$ cat config.mk
export PLATFORM = sky130hd
export DESIGN_NAME = scaled_texture_blitter
export DESIGN_NICKNAME = d
export VERILOG_FILES = /design/src/hdl/stb_pkg.sv /design/src/hdl/stb_ctrl.sv /design/src/hdl/stb_dpath.sv /design/src/hdl/scaled_texture_blitter.sv
export SDC_FILE = /design/constraint.sdc
export NUM_CORES = 1
export LEC_CHECK = 0
export BUFFER_PORTS_ARGS = -buffer_cell sky130_fd_sc_hd__buf_2
export CORE_ASPECT_RATIO = 1.75
export CORE_MARGIN = 3
export CORE_UTILIZATION = 62
export CTS_CLUSTER_DIAMETER = 50
export DETAILED_ROUTE_END_ITERATION = 6
export PLACE_DENSITY = 0.91
export SYNTH_ARGS = -nofsm -noshare
export SYNTH_HDL_FRONTEND = slang
export SYNTH_HIERARCHICAL = 1
export SYNTH_SLANG_ARGS = --single-unit
$ cat constraint.sdc
create_clock -name clk -period 8.9 [get_ports clk]
set_input_delay 1.78 -clock clk [delete_from_list [all_inputs] [get_ports clk]]
set_output_delay 1.78 -clock clk [all_outputs]
set_load 0.1 [all_outputs]
$ cat src/hdl/stb_pkg.sv
// Shared types, constants and the texel swizzle function for the blitter.
// No dependencies; the controller, the datapath and the top level use it.
package stb_pkg;

  localparam int COORD_W    = 12;            // pos_x, pos_y, size and counters
  localparam int TX_W       = COORD_W + 1;   // origin plus counter
  localparam int SCALE_W    = 4;
  localparam int FB_W       = 13;            // fb_width, fb_height
  localparam int BASE_W     = TX_W + SCALE_W; // scaled pixel coordinate
  localparam int PROD_W     = BASE_W + FB_W;
  localparam int IDX_W      = 24;
  localparam int COLOR_W    = 32;
  localparam int RGB_W      = 24;
  localparam int FMT_W      = 3;
  localparam int CFG_IDX_W  = 3;
  localparam int CFG_DATA_W = 13;

  localparam logic [COLOR_W-1:0] COLOR_KEY = 32'h00FF_11FF;

  typedef enum logic [1:0] {
    CMD_BEGIN  = 2'd0,
    CMD_TEXEL  = 2'd1,
    CMD_RAW    = 2'd2,
    CMD_SCALED = 2'd3
  } cmd_t;

  typedef enum logic [FMT_W-1:0] {
    FMT_RGB  = 3'd0,
    FMT_BGR  = 3'd1,
    FMT_ARGB = 3'd2,
    FMT_ABGR = 3'd3,
    FMT_RGBA = 3'd4,
    FMT_BGRA = 3'd5
  } fmt_t;

  typedef enum logic [CFG_IDX_W-1:0] {
    CFG_SCALE     = 3'd0,
    CFG_TILE_COLS = 3'd1,
    CFG_TILE_ROWS = 3'd2,
    CFG_FB_WIDTH  = 3'd3,
    CFG_FB_HEIGHT = 3'd4
  } cfg_idx_t;

  typedef enum logic [1:0] {
    ST_IDLE = 2'd0,
    ST_ADDR = 2'd1,
    ST_EMIT = 2'd2
  } state_t;

  // controller -> datapath
  typedef struct packed {
    logic accept;     // input transaction taken this cycle
    logic load_addr;  // form the start index of the block
    logic emit;       // load the next write into the output register
  } ctrl_cmd_t;

  // datapath -> controller
  typedef struct packed {
    logic go;        // accepted item produces at least one write
    logic out_free;  // output register can take a write this cycle
    logic blk_end;   // current write is the final one of the block
  } dp_stat_t;

  typedef struct packed {
    logic [RGB_W-1:0] rgb;
    logic             alpha_nz;
  } texel_t;

  // Reorder texel bytes to 0xRRGGBB; three-byte formats count as opaque.
  function automatic texel_t swizzle(input logic [FMT_W-1:0] fmt,
                                     input logic [7:0] b0, input logic [7:0] b1,
                                     input logic [7:0] b2, input logic [7:0] b3);
    texel_t t;
    t.alpha_nz = 1'b1;
    t.rgb      = {b0, b1, b2};
    case (fmt)
      FMT_RGB: begin
        t.rgb = {b0, b1, b2};
      end
      FMT_BGR: begin
        t.rgb = {b2, b1, b0};
      end
      FMT_ARGB: begin
        t.rgb      = {b1, b2, b3};
        t.alpha_nz = (b0 != 8'd0);
      end
      FMT_ABGR: begin
        t.rgb      = {b3, b2, b1};
        t.alpha_nz = (b0 != 8'd0);
      end
      FMT_RGBA: begin
        t.rgb      = {b0, b1, b2};
        t.alpha_nz = (b3 != 8'd0);
      end
      default: begin
        t.rgb      = {b2, b1, b0};
        t.alpha_nz = (b3 != 8'd0);
      end
    endcase
    return t;
  endfunction

endpackage

$ cat src/hdl/stb_ctrl.sv
// Sequencing state machine of the blitter: accept, address setup, write burst.
// Depends on stb_pkg for the state enum and the command/status structs.
module stb_ctrl (
  input  logic                 clk,
  input  logic                 rst_n,
  input  logic                 in_valid,
  output logic                 in_stall,
  input  stb_pkg::dp_stat_t    stat,
  output stb_pkg::ctrl_cmd_t   cmd
);

  stb_pkg::state_t state_r, state_nxt;

  always_ff @(posedge clk) begin
    if (!rst_n) begin
      state_r <= stb_pkg::ST_IDLE;
    end else begin
      state_r <= state_nxt;
    end
  end

  always_comb begin
    state_nxt     = state_r;
    cmd.accept    = 1'b0;
    cmd.load_addr = 1'b0;
    cmd.emit      = 1'b0;
    unique case (state_r)
      stb_pkg::ST_IDLE: begin
        cmd.accept = in_valid;
        if (in_valid && stat.go) begin
          state_nxt = stb_pkg::ST_ADDR;
        end
      end
      stb_pkg::ST_ADDR: begin
        cmd.load_addr = 1'b1;
        state_nxt     = stb_pkg::ST_EMIT;
      end
      stb_pkg::ST_EMIT: begin
        // advance only when the output register has room
        cmd.emit = stat.out_free;
        if (stat.out_free && stat.blk_end) begin
          state_nxt = stb_pkg::ST_IDLE;
        end
      end
      default: begin
        state_nxt = stb_pkg::ST_IDLE;
      end
    endcase
  end

  assign in_stall = (state_r != stb_pkg::ST_IDLE);

endmodule

$ cat src/hdl/stb_dpath.sv
// Datapath of the blitter: configuration and blit state, texel decode,
// clipping, block address generation and the output register. Uses stb_pkg.
module stb_dpath #(
  parameter int MAX_SCALE = 8
) (
  input  logic                               clk,
  input  logic                               rst_n,
  input  stb_pkg::ctrl_cmd_t                 cmd,
  output stb_pkg::dp_stat_t                  stat,
  input  logic                               cfg_we,
  input  logic [stb_pkg::CFG_IDX_W-1:0]      cfg_index,
  input  logic [stb_pkg::CFG_DATA_W-1:0]     cfg_wdata,
  input  logic [1:0]                         in_command,
  input  logic [stb_pkg::COORD_W-1:0]        in_pos_x,
  input  logic [stb_pkg::COORD_W-1:0]        in_pos_y,
  input  logic [stb_pkg::COORD_W-1:0]        in_size_w,
  input  logic [stb_pkg::COORD_W-1:0]        in_size_h,
  input  logic [stb_pkg::FMT_W-1:0]          in_pixel_format,
  input  logic [7:0]                         in_byte0,
  input  logic [7:0]                         in_byte1,
  input  logic [7:0]                         in_byte2,
  input  logic [7:0]                         in_byte3,
  input  logic [stb_pkg::COLOR_W-1:0]        in_color,
  output logic                               out_valid,
  input  logic                               out_stall,
  output logic [stb_pkg::IDX_W-1:0]          out_fb_index,
  output logic [stb_pkg::COLOR_W-1:0]        out_fb_color,
  output logic                               out_last_write
);

  localparam int CNT_W = (MAX_SCALE > 1) ? $clog2(MAX_SCALE) : 1;
  localparam logic [stb_pkg::SCALE_W-1:0] SMAX = stb_pkg::SCALE_W'(MAX_SCALE);

  // configuration
  logic [stb_pkg::SCALE_W-1:0] scale_r;
  logic [stb_pkg::COORD_W-1:0] tile_cols_r, tile_rows_r;
  logic [stb_pkg::FB_W-1:0]    fb_width_r, fb_height_r;

  // blit state
  logic [stb_pkg::COORD_W-1:0] origin_x_r, origin_y_r, blit_width_r, blit_height_r;
  logic [stb_pkg::FMT_W-1:0]   byte_order_r;
  logic [stb_pkg::COORD_W-1:0] column_count_r, row_count_r;
  logic [stb_pkg::COORD_W-1:0] column_count_nxt, row_count_nxt;
  logic                        blit_active_r;

  // block in flight
  logic [stb_pkg::BASE_W-1:0]  base_x_r, base_y_r;
  logic [stb_pkg::COLOR_W-1:0] color_r;
  logic [CNT_W-1:0]            sm1_r, i_r, j_r;
  logic [stb_pkg::IDX_W-1:0]   row_idx_r;

  logic                        out_valid_r, out_valid_nxt;
  logic [stb_pkg::IDX_W-1:0]   out_fb_index_r;
  logic [stb_pkg::COLOR_W-1:0] out_fb_color_r;
  logic                        out_last_r;

  stb_pkg::cmd_t               in_cmd;
  stb_pkg::texel_t             sw;
  logic [stb_pkg::SCALE_W-1:0] s_eff, s_sel;
  logic                        texel_live, blk_ok, raw_ok, go;
  logic [stb_pkg::TX_W-1:0]    tx, ty, bx, by;
  logic [stb_pkg::COLOR_W-1:0] bcol;
  logic [stb_pkg::COORD_W-1:0] col_inc;
  logic [stb_pkg::BASE_W-1:0]  base_x_nxt, base_y_nxt;
  logic [stb_pkg::PROD_W-1:0]  prod;
  logic                        row_end, blk_end;

  assign in_cmd     = stb_pkg::cmd_t'(in_command);
  assign sw         = stb_pkg::swizzle(byte_order_r, in_byte0, in_byte1, in_byte2, in_byte3);
  assign s_eff      = (scale_r > SMAX) ? SMAX : scale_r;
  assign s_sel      = (in_cmd == stb_pkg::CMD_RAW) ? stb_pkg::SCALE_W'(1) : s_eff;
  assign texel_live = blit_active_r && (blit_width_r != '0) && (row_count_r < blit_height_r);

  assign tx = {1'b0, origin_x_r} + {1'b0, column_count_r};
  assign ty = {1'b0, origin_y_r} + {1'b0, row_count_r};

  always_comb begin
    if (in_cmd == stb_pkg::CMD_TEXEL) begin
      bx   = tx;
      by   = ty;
      bcol = {{(stb_pkg::COLOR_W - stb_pkg::RGB_W){1'b0}}, sw.rgb};
    end else begin
      bx   = {1'b0, in_pos_x};
      by   = {1'b0, in_pos_y};
      bcol = in_color;
    end
  end

  assign blk_ok = (bx < {1'b0, tile_cols_r}) && (by < {1'b0, tile_rows_r}) &&
                  (bcol != stb_pkg::COLOR_KEY) && (s_eff != '0);
  assign raw_ok = ({1'b0, in_pos_x} < fb_width_r) && ({1'b0, in_pos_y} < fb_height_r) &&
                  (in_color != stb_pkg::COLOR_KEY);

  always_comb begin
    unique case (in_cmd)
      stb_pkg::CMD_BEGIN:  go = 1'b0;
      stb_pkg::CMD_TEXEL:  go = texel_live && sw.alpha_nz && blk_ok;
      stb_pkg::CMD_RAW:    go = raw_ok;
      stb_pkg::CMD_SCALED: go = blk_ok;
      default:             go = 1'b0;
    endcase
  end

  // scaled top-left corner of the block
  assign base_x_nxt = {{stb_pkg::SCALE_W{1'b0}}, bx} * {{stb_pkg::TX_W{1'b0}}, s_sel};
  assign base_y_nxt = {{stb_pkg::SCALE_W{1'b0}}, by} * {{stb_pkg::TX_W{1'b0}}, s_sel};
  assign prod       = {{stb_pkg::FB_W{1'b0}}, base_y_r} *
                      {{stb_pkg::BASE_W{1'b0}}, fb_width_r};

  // texel counters advance even when the texel is skipped or clipped
  assign col_inc = column_count_r + stb_pkg::COORD_W'(1);
  always_comb begin
    column_count_nxt = column_count_r;
    row_count_nxt    = row_count_r;
    if (cmd.accept) begin
      if (in_cmd == stb_pkg::CMD_BEGIN) begin
        column_count_nxt = '0;
        row_count_nxt    = '0;
      end else if (in_cmd == stb_pkg::CMD_TEXEL && texel_live) begin
        if (col_inc >= blit_width_r) begin
          column_count_nxt = '0;
          row_count_nxt    = row_count_r + stb_pkg::COORD_W'(1);
        end else begin
          column_count_nxt = col_inc;
        end
      end
    end
  end

  assign row_end = (i_r == sm1_r);
  assign blk_end = row_end && (j_r == sm1_r);

  always_comb begin
    if (cmd.emit) begin
      out_valid_nxt = 1'b1;
    end else if (out_stall) begin
      out_valid_nxt = out_valid_r;
    end else begin
      out_valid_nxt = 1'b0;
    end
  end

  // control and programmed state
  always_ff @(posedge clk) begin
    if (!rst_n) begin
      scale_r        <= stb_pkg::SCALE_W'(1);
      tile_cols_r    <= '0;
      tile_rows_r    <= '0;
      fb_width_r     <= stb_pkg::FB_W'(1);
      fb_height_r    <= stb_pkg::FB_W'(1);
      origin_x_r     <= '0;
      origin_y_r     <= '0;
      blit_width_r   <= '0;
      blit_height_r  <= '0;
      byte_order_r   <= '0;
      column_count_r <= '0;
      row_count_r    <= '0;
      blit_active_r  <= 1'b0;
      out_valid_r    <= 1'b0;
    end else begin
      out_valid_r    <= out_valid_nxt;
      column_count_r <= column_count_nxt;
      row_count_r    <= row_count_nxt;
      if (cfg_we) begin
        case (cfg_index)
          stb_pkg::CFG_SCALE:     scale_r     <= cfg_wdata[stb_pkg::SCALE_W-1:0];
          stb_pkg::CFG_TILE_COLS: tile_cols_r <= cfg_wdata[stb_pkg::COORD_W-1:0];
          stb_pkg::CFG_TILE_ROWS: tile_rows_r <= cfg_wdata[stb_pkg::COORD_W-1:0];
          stb_pkg::CFG_FB_WIDTH:  fb_width_r  <= cfg_wdata[stb_pkg::FB_W-1:0];
          stb_pkg::CFG_FB_HEIGHT: fb_height_r <= cfg_wdata[stb_pkg::FB_W-1:0];
          default: ;
        endcase
      end
      if (cmd.accept && in_cmd == stb_pkg::CMD_BEGIN) begin
        origin_x_r    <= in_pos_x;
        origin_y_r    <= in_pos_y;
        blit_width_r  <= in_size_w;
        blit_height_r <= in_size_h;
        byte_order_r  <= in_pixel_format;
        blit_active_r <= (in_pos_x < tile_cols_r) && (in_pos_y < tile_rows_r) &&
                         (in_pixel_format <= stb_pkg::FMT_BGRA);
      end
    end
  end

  // block payload and write generation
  always_ff @(posedge clk) begin
    if (cmd.accept) begin
      base_x_r <= base_x_nxt;
      base_y_r <= base_y_nxt;
      color_r  <= bcol;
      sm1_r    <= CNT_W'(s_sel - stb_pkg::SCALE_W'(1));
    end
    if (cmd.load_addr) begin
      row_idx_r <= prod[stb_pkg::IDX_W-1:0] +
                   {{(stb_pkg::IDX_W - stb_pkg::BASE_W){1'b0}}, base_x_r};
      i_r       <= '0;
      j_r       <= '0;
    end else if (cmd.emit) begin
      out_fb_index_r <= row_idx_r + {{(stb_pkg::IDX_W - CNT_W){1'b0}}, i_r};
      out_fb_color_r <= color_r;
      out_last_r     <= blk_end;
      if (row_end) begin
        i_r       <= '0;
        j_r       <= j_r + CNT_W'(1);
        row_idx_r <= row_idx_r + {{(stb_pkg::IDX_W - stb_pkg::FB_W){1'b0}}, fb_width_r};
      end else begin
        i_r <= i_r + CNT_W'(1);
      end
    end
  end

  assign stat.go       = go;
  assign stat.out_free = !out_valid_r || !out_stall;
  assign stat.blk_end  = blk_end;

  assign out_valid      = out_valid_r;
  assign out_fb_index   = out_fb_index_r;
  assign out_fb_color   = out_fb_color_r;
  assign out_last_write = out_last_r;

endmodule

$ cat src/hdl/scaled_texture_blitter.sv
// Top level of the scaled texture blitter: controller plus datapath.
// Depends on stb_pkg, stb_ctrl and stb_dpath.
//
//  channel | direction | handshake          | payload
//  --------+-----------+--------------------+---------------------------------------
//  in_     | in        | in_valid/in_stall  | command, pos, size, format, bytes, color
//  out_    | out       | out_valid/out_stall| fb_index, fb_color, last_write
//  cfg_    | in        | cfg_we             | cfg_index, cfg_wdata (write only)
//
// An item that writes nothing (begin, skipped, clipped or keyed texel) leaves the block idle.
// An item with writes gives s*s writes, s = min(scale, MAX_SCALE) or 1 for a raw
// pixel: the accept, an address step for the y * fb_width multiply, then one write per
// cycle out of the single output register while the output does not stall.
// Reset is synchronous and active low; all config and blit state return to defaults.
// A stall on the output holds the write burst; in_stall stays high until the last
// write of the item has been loaded into the output register.
module scaled_texture_blitter #(
  parameter int MAX_SCALE = 8
) (
  input  logic                               clk,
  input  logic                               rst_n,
  input  logic                               cfg_we,
  input  logic [stb_pkg::CFG_IDX_W-1:0]      cfg_index,
  input  logic [stb_pkg::CFG_DATA_W-1:0]     cfg_wdata,
  input  logic                               in_valid,
  output logic                               in_stall,
  input  logic [1:0]                         in_command,
  input  logic [stb_pkg::COORD_W-1:0]        in_pos_x,
  input  logic [stb_pkg::COORD_W-1:0]        in_pos_y,
  input  logic [stb_pkg::COORD_W-1:0]        in_size_w,
  input  logic [stb_pkg::COORD_W-1:0]        in_size_h,
  input  logic [stb_pkg::FMT_W-1:0]          in_pixel_format,
  input  logic [7:0]                         in_byte0,
  input  logic [7:0]                         in_byte1,
  input  logic [7:0]                         in_byte2,
  input  logic [7:0]                         in_byte3,
  input  logic [stb_pkg::COLOR_W-1:0]        in_color,
  output logic                               out_valid,
  input  logic                               out_stall,
  output logic [stb_pkg::IDX_W-1:0]          out_fb_index,
  output logic [stb_pkg::COLOR_W-1:0]        out_fb_color,
  output logic                               out_last_write
);

  stb_pkg::ctrl_cmd_t cmd;
  stb_pkg::dp_stat_t  stat;

  // sequencing: accept, address setup, write burst
  stb_ctrl u_ctrl (
    .clk      (clk),
    .rst_n    (rst_n),
    .in_valid (in_valid),
    .in_stall (in_stall),
    .stat     (stat),
    .cmd      (cmd)
  );

  // state, decode, clipping and address generation
  stb_dpath #(
    .MAX_SCALE (MAX_SCALE)
  ) u_dpath (
    .clk             (clk),
    .rst_n           (rst_n),
    .cmd             (cmd),
    .stat            (stat),
    .cfg_we          (cfg_we),
    .cfg_index       (cfg_index),
    .cfg_wdata       (cfg_wdata),
    .in_command      (in_command),
    .in_pos_x        (in_pos_x),
    .in_pos_y        (in_pos_y),
    .in_size_w       (in_size_w),
    .in_size_h       (in_size_h),
    .in_pixel_format (in_pixel_format),
    .in_byte0        (in_byte0),
    .in_byte1        (in_byte1),
    .in_byte2        (in_byte2),
    .in_byte3        (in_byte3),
    .in_color        (in_color),
    .out_valid       (out_valid),
    .out_stall       (out_stall),
    .out_fb_index    (out_fb_index),
    .out_fb_color    (out_fb_color),
    .out_last_write  (out_last_write)
  );

  // a write that is not the last of its item leaves the block busy
  a_busy_mid_burst: assert property (@(posedge clk) disable iff (!rst_n)
    (out_valid && !out_stall && !out_last_write) |-> in_stall)
    else $error("input accepted while a write burst is unfinished");

  // new writes appear only out of a burst
  a_write_from_burst: assert property (@(posedge clk) disable iff (!rst_n)
    $rose(out_valid) |-> $past(in_stall))
    else $error("write produced outside a burst");

  // a begin command produces no write
  a_begin_silent: assert property (@(posedge clk) disable iff (!rst_n)
    (in_valid && !in_stall && in_command == stb_pkg::CMD_BEGIN && !out_valid)
      |=> !out_valid)
    else $error("begin command produced a write");

endmodule

==> reports/metrics.csv <==
metric;value;unit
crit path max fanout;13;
met1 GRT Util;29.50;%
R2R cell count;22;
Post-Route WL;68910;microns
vias in the first global route;22626;
Final nets;3592;
Starting Density;63.04;%
Total GRT Usage;31.01;%
FF+latch area;0.007288;sq mm
fin area;0.02812;sq mm
Skew-Pair Late Insertion Delay;570;ps
min Tclk post-route;6869;ps
Clock Tree Buf Depth;3;
synthesized area per cell;8.971;sq um
Fin Setup TNS;0;ps
largest net degree at the start of global routing;83;
critical path cell sequence;and2_1 > fa_1 > inv_1 > fa_1 > inv_1 > fa_1 > inv_1 > fa_1 > inv_1 > fa_1 > inv_1 > fa_1 > inv_1 > ha_1 > o21ai_0 > o31ai_1 > o221ai_1 > nor3_1 > o41ai_2 > o21ai_1 > xnor2_1 > mux2i_1;
Power Density;129.4;mW/mm^2
Final ANT Viol Nets;0;
CTS buffer count;29;
Layout Cells excl Fill;3574;
core footprint;0.04095;sq mm
CP Launch Type;register;
total grt overflow;0;
Gates resized, CTS repair;0;
dpl cells;3519;
M3 GR Usage;4.235;%
multi-input logic area;0.01674;sq mm
number of cell rows;98;
vias per inst;5.916;
status;finished, violations left;
cell family with most CP delay;adder cells;
met2 GRT Util;59.43;%
synth cell count leaders;nand2_1, inv_1, ha_1, fa_1, edfxtp_1;
Place WS;2159;ps
sequential share of the synthesized area;28.23;%
routed vias;21145;
placer's final routability congestion estimate;0.9674;
post-synthesis instance area;0.02582;sq mm
Worst Tran Pin Value;1160;ps
async set-reset flop share out of synthesis;0;%
first-pass GRT wire length;110100;microns
Detailed Route Iter0 Violations;1430;
EDFF count, synth;150;
Fillers;2991;
layout cells sized above 1;9.368;%
drc violations;4;
max-cap violations;0;
Critical path buffers and inverters;6;
Post-CTS Setup Inserts;0;
cell taking the most area after synthesis;edfxtp_1;
area fraction in compound gates after synthesis;11.34;%
CP arrival;7140;ps
Peak VDD IR;0.0001533;V
final setup margin;2031;ps
Crit-path slowest cell;o31ai_1;
violated checks;DRC;
endpoints failing hold;0;
stages on the worst setup path;22;
Hold Path Class;reg -> reg;
reg2reg end;u_dpath/row_idx_r[23]$_DFFE_PP_;
root buffer cell;clkbuf_16;
post-synth top area share;17.45;%
critical path class;reg -> reg;
Period Utilization, post-route;77.18;%
HPWL after DPL;54400;microns
Critical path destination;u_dpath/row_idx_r[23]$_DFFE_PP_;
Die W;160.3;microns
Worst Path Required;9170;ps
WHS Path Cells;0;
Final setup viols;0;
Synth Area in Adders;28.20;%
initial antenna violation count;3;
top-count cell post-synth;nand2_1;
Reg2Reg Launch Point;u_dpath/base_y_r[6]$_DFFE_PP_;
largest family of logic cells by synthesized area;adder cells;
routed len/inst;19.28;microns
placed instance area;0.02713;sq mm
Sink Count;289;
clock transition at the registers of the reported paths;70;ps
FMAX;145.6;MHz
Synth Flop Type;edfxtp_1;
crit-path max cell delay;610;ps
Yosys cell types;73;
Post-Synth Simple-Gate Area;17.99;%
Crit. Startpoint;u_dpath/base_y_r[6]$_DFFE_PP_;
Synth Area in XOR/XNOR;5.123;%
Die ar.;0.04422;sq mm
Synth Warn #;6;
clk_skew;10.05;ps
RSZ-0062 raised after global routing;no;
CTS H-tree lvls;1;
area grow syn2layout;8.903;%
fin. max-slew vios;0;
Yosys reg bits;289;
Pre-antenna DRT Iters;7;
net count after synthesis;3470;
r2r setup slk;2030;ps
# IOs;197;
PortBufs;196;
CTS tree;yes;
Slew headroom;21.97;%
Leak;0.01261;uW
cts hold-fix bufs;0;
Chip Height;275.9;microns
crit end category;register;
mux share of post-synthesis cell area;2.060;%
Synth Instances;2878;
GRT Max-Usage Layer;met2;
synth top area cells;edfxtp_1, fa_1, ha_1;
logic make-up (layout without fill, tap and decap cells):
group | count (synthesis) | in the layout
adders and majority gates | 454 | 454
and+or+nand+nor | 1001 | 1001
other | 0 | 3
muxes | 53 | 53
DFF | 289 | 289
AOI/OAI and AO/OA | 450 | 450
xor gates and xnor gates | 151 | 151
buffers and inverters | 480 | 623
routing by layer:
| layer | vias to the layer above | share of wire (%) |
|---|---|---|
| met4 | 2 | 9.3 |
| met5 | - | 0.019 |
| li1 | 9693 | - |
| met3 | 416 | 5.6 |
| met2 | 987 | 53 |
| met1 | 10047 | 32 |
worst min-delay path by stage:
stage / start / to / slack (ps)
floorplan: u_dpath/color_r[0]$_DFFE_PP_ / u_dpath/out_fb_color[0]$_DFFE_PP_ / 400
global placement: u_dpath/color_r[28]$_DFFE_PP_ / u_dpath/out_fb_color[28]$_DFFE_PP_ / 400
detailed placement: u_dpath/color_r[16]$_DFFE_PP_ / u_dpath/out_fb_color[16]$_DFFE_PP_ / 400
CTS: u_dpath/color_r[19]$_DFFE_PP_ / u_dpath/out_fb_color[19]$_DFFE_PP_ / 420
global route: u_dpath/color_r[22]$_DFFE_PP_ / u_dpath/out_fb_color[22]$_DFFE_PP_ / 420
finish: u_dpath/color_r[19]$_DFFE_PP_ / u_dpath/out_fb_color[19]$_DFFE_PP_ / 420
power breakdown:
part,internal [uW],leakage (uW),switching (uW),total [uW]
clock network,712,0.000459,543,1260
registers,1470,0.00255,69.7,1540
logic,327,0.00961,518,845
total,2510,0.0126,1130,3640
metrics by stage:
| step | total power [uW] | hold slack, ps | util (%) |
|---|---|---|---|
| after floorplan | 2128 | 400.3 | - |
| after global placement | 2333 | 400.0 | 66.26 |
| after detailed placement | 2385 | 404.5 | 66.26 |
| after CTS | 3636 | 417.1 | 68.63 |
| after global routing | 3791 | 420.1 | 68.65 |
| final | 3637 | 418.6 | 68.65 |
flip-flops by register name, indices dropped and copies added (netlist names), 2 cells and up:
signal                  flops
u_dpath/color_r            32
u_dpath/out_fb_color       32
u_dpath/out_fb_index       24
u_dpath/row_idx_r          24
u_dpath/base_x_r           17
u_dpath/base_y_r           17
u_dpath/fb_height_r        13
u_dpath/fb_width_r         13
u_dpath/blit_height_r      12
u_dpath/blit_width_r       12
u_dpath/column_count_r     12
u_dpath/origin_x_r         12
u_dpath/origin_y_r         12
u_dpath/row_count_r        12
u_dpath/tile_cols_r        12
u_dpath/tile_rows_r        12
u_dpath/scale_r             4
u_dpath/byte_order_r        3
u_dpath/i_r                 3
u_dpath/j_r                 3
u_dpath/sm1_r               3
u_ctrl/state_r              2
layout make-up:
class	instances	area share [%]
multi-input cells	2109	59.53
flip-flops and latches	289	25.92
inverters	366	4.886
repair buffers	205	3.729
clock buffers	35	2.746
well taps	550	2.448
clock inverters	17	0.7165
diodes	3	0.02670
cells in the final DEF (no fill, tap or decap), drive strengths merged, types with 35 or more instances in the layout:
master / instances
nor2: 123
and2: 140
nand3: 43
o21ai: 123
a21boi: 105
xnor2: 89
xor2: 62
inv: 369
nand2: 514
a21oi: 93
buf: 205
clkbuf: 35
mux2i: 52
a21o: 40
fa: 213
ha: 241
dfxtp: 139
edfxtp: 150
Power figures use the tool's default switching activity.
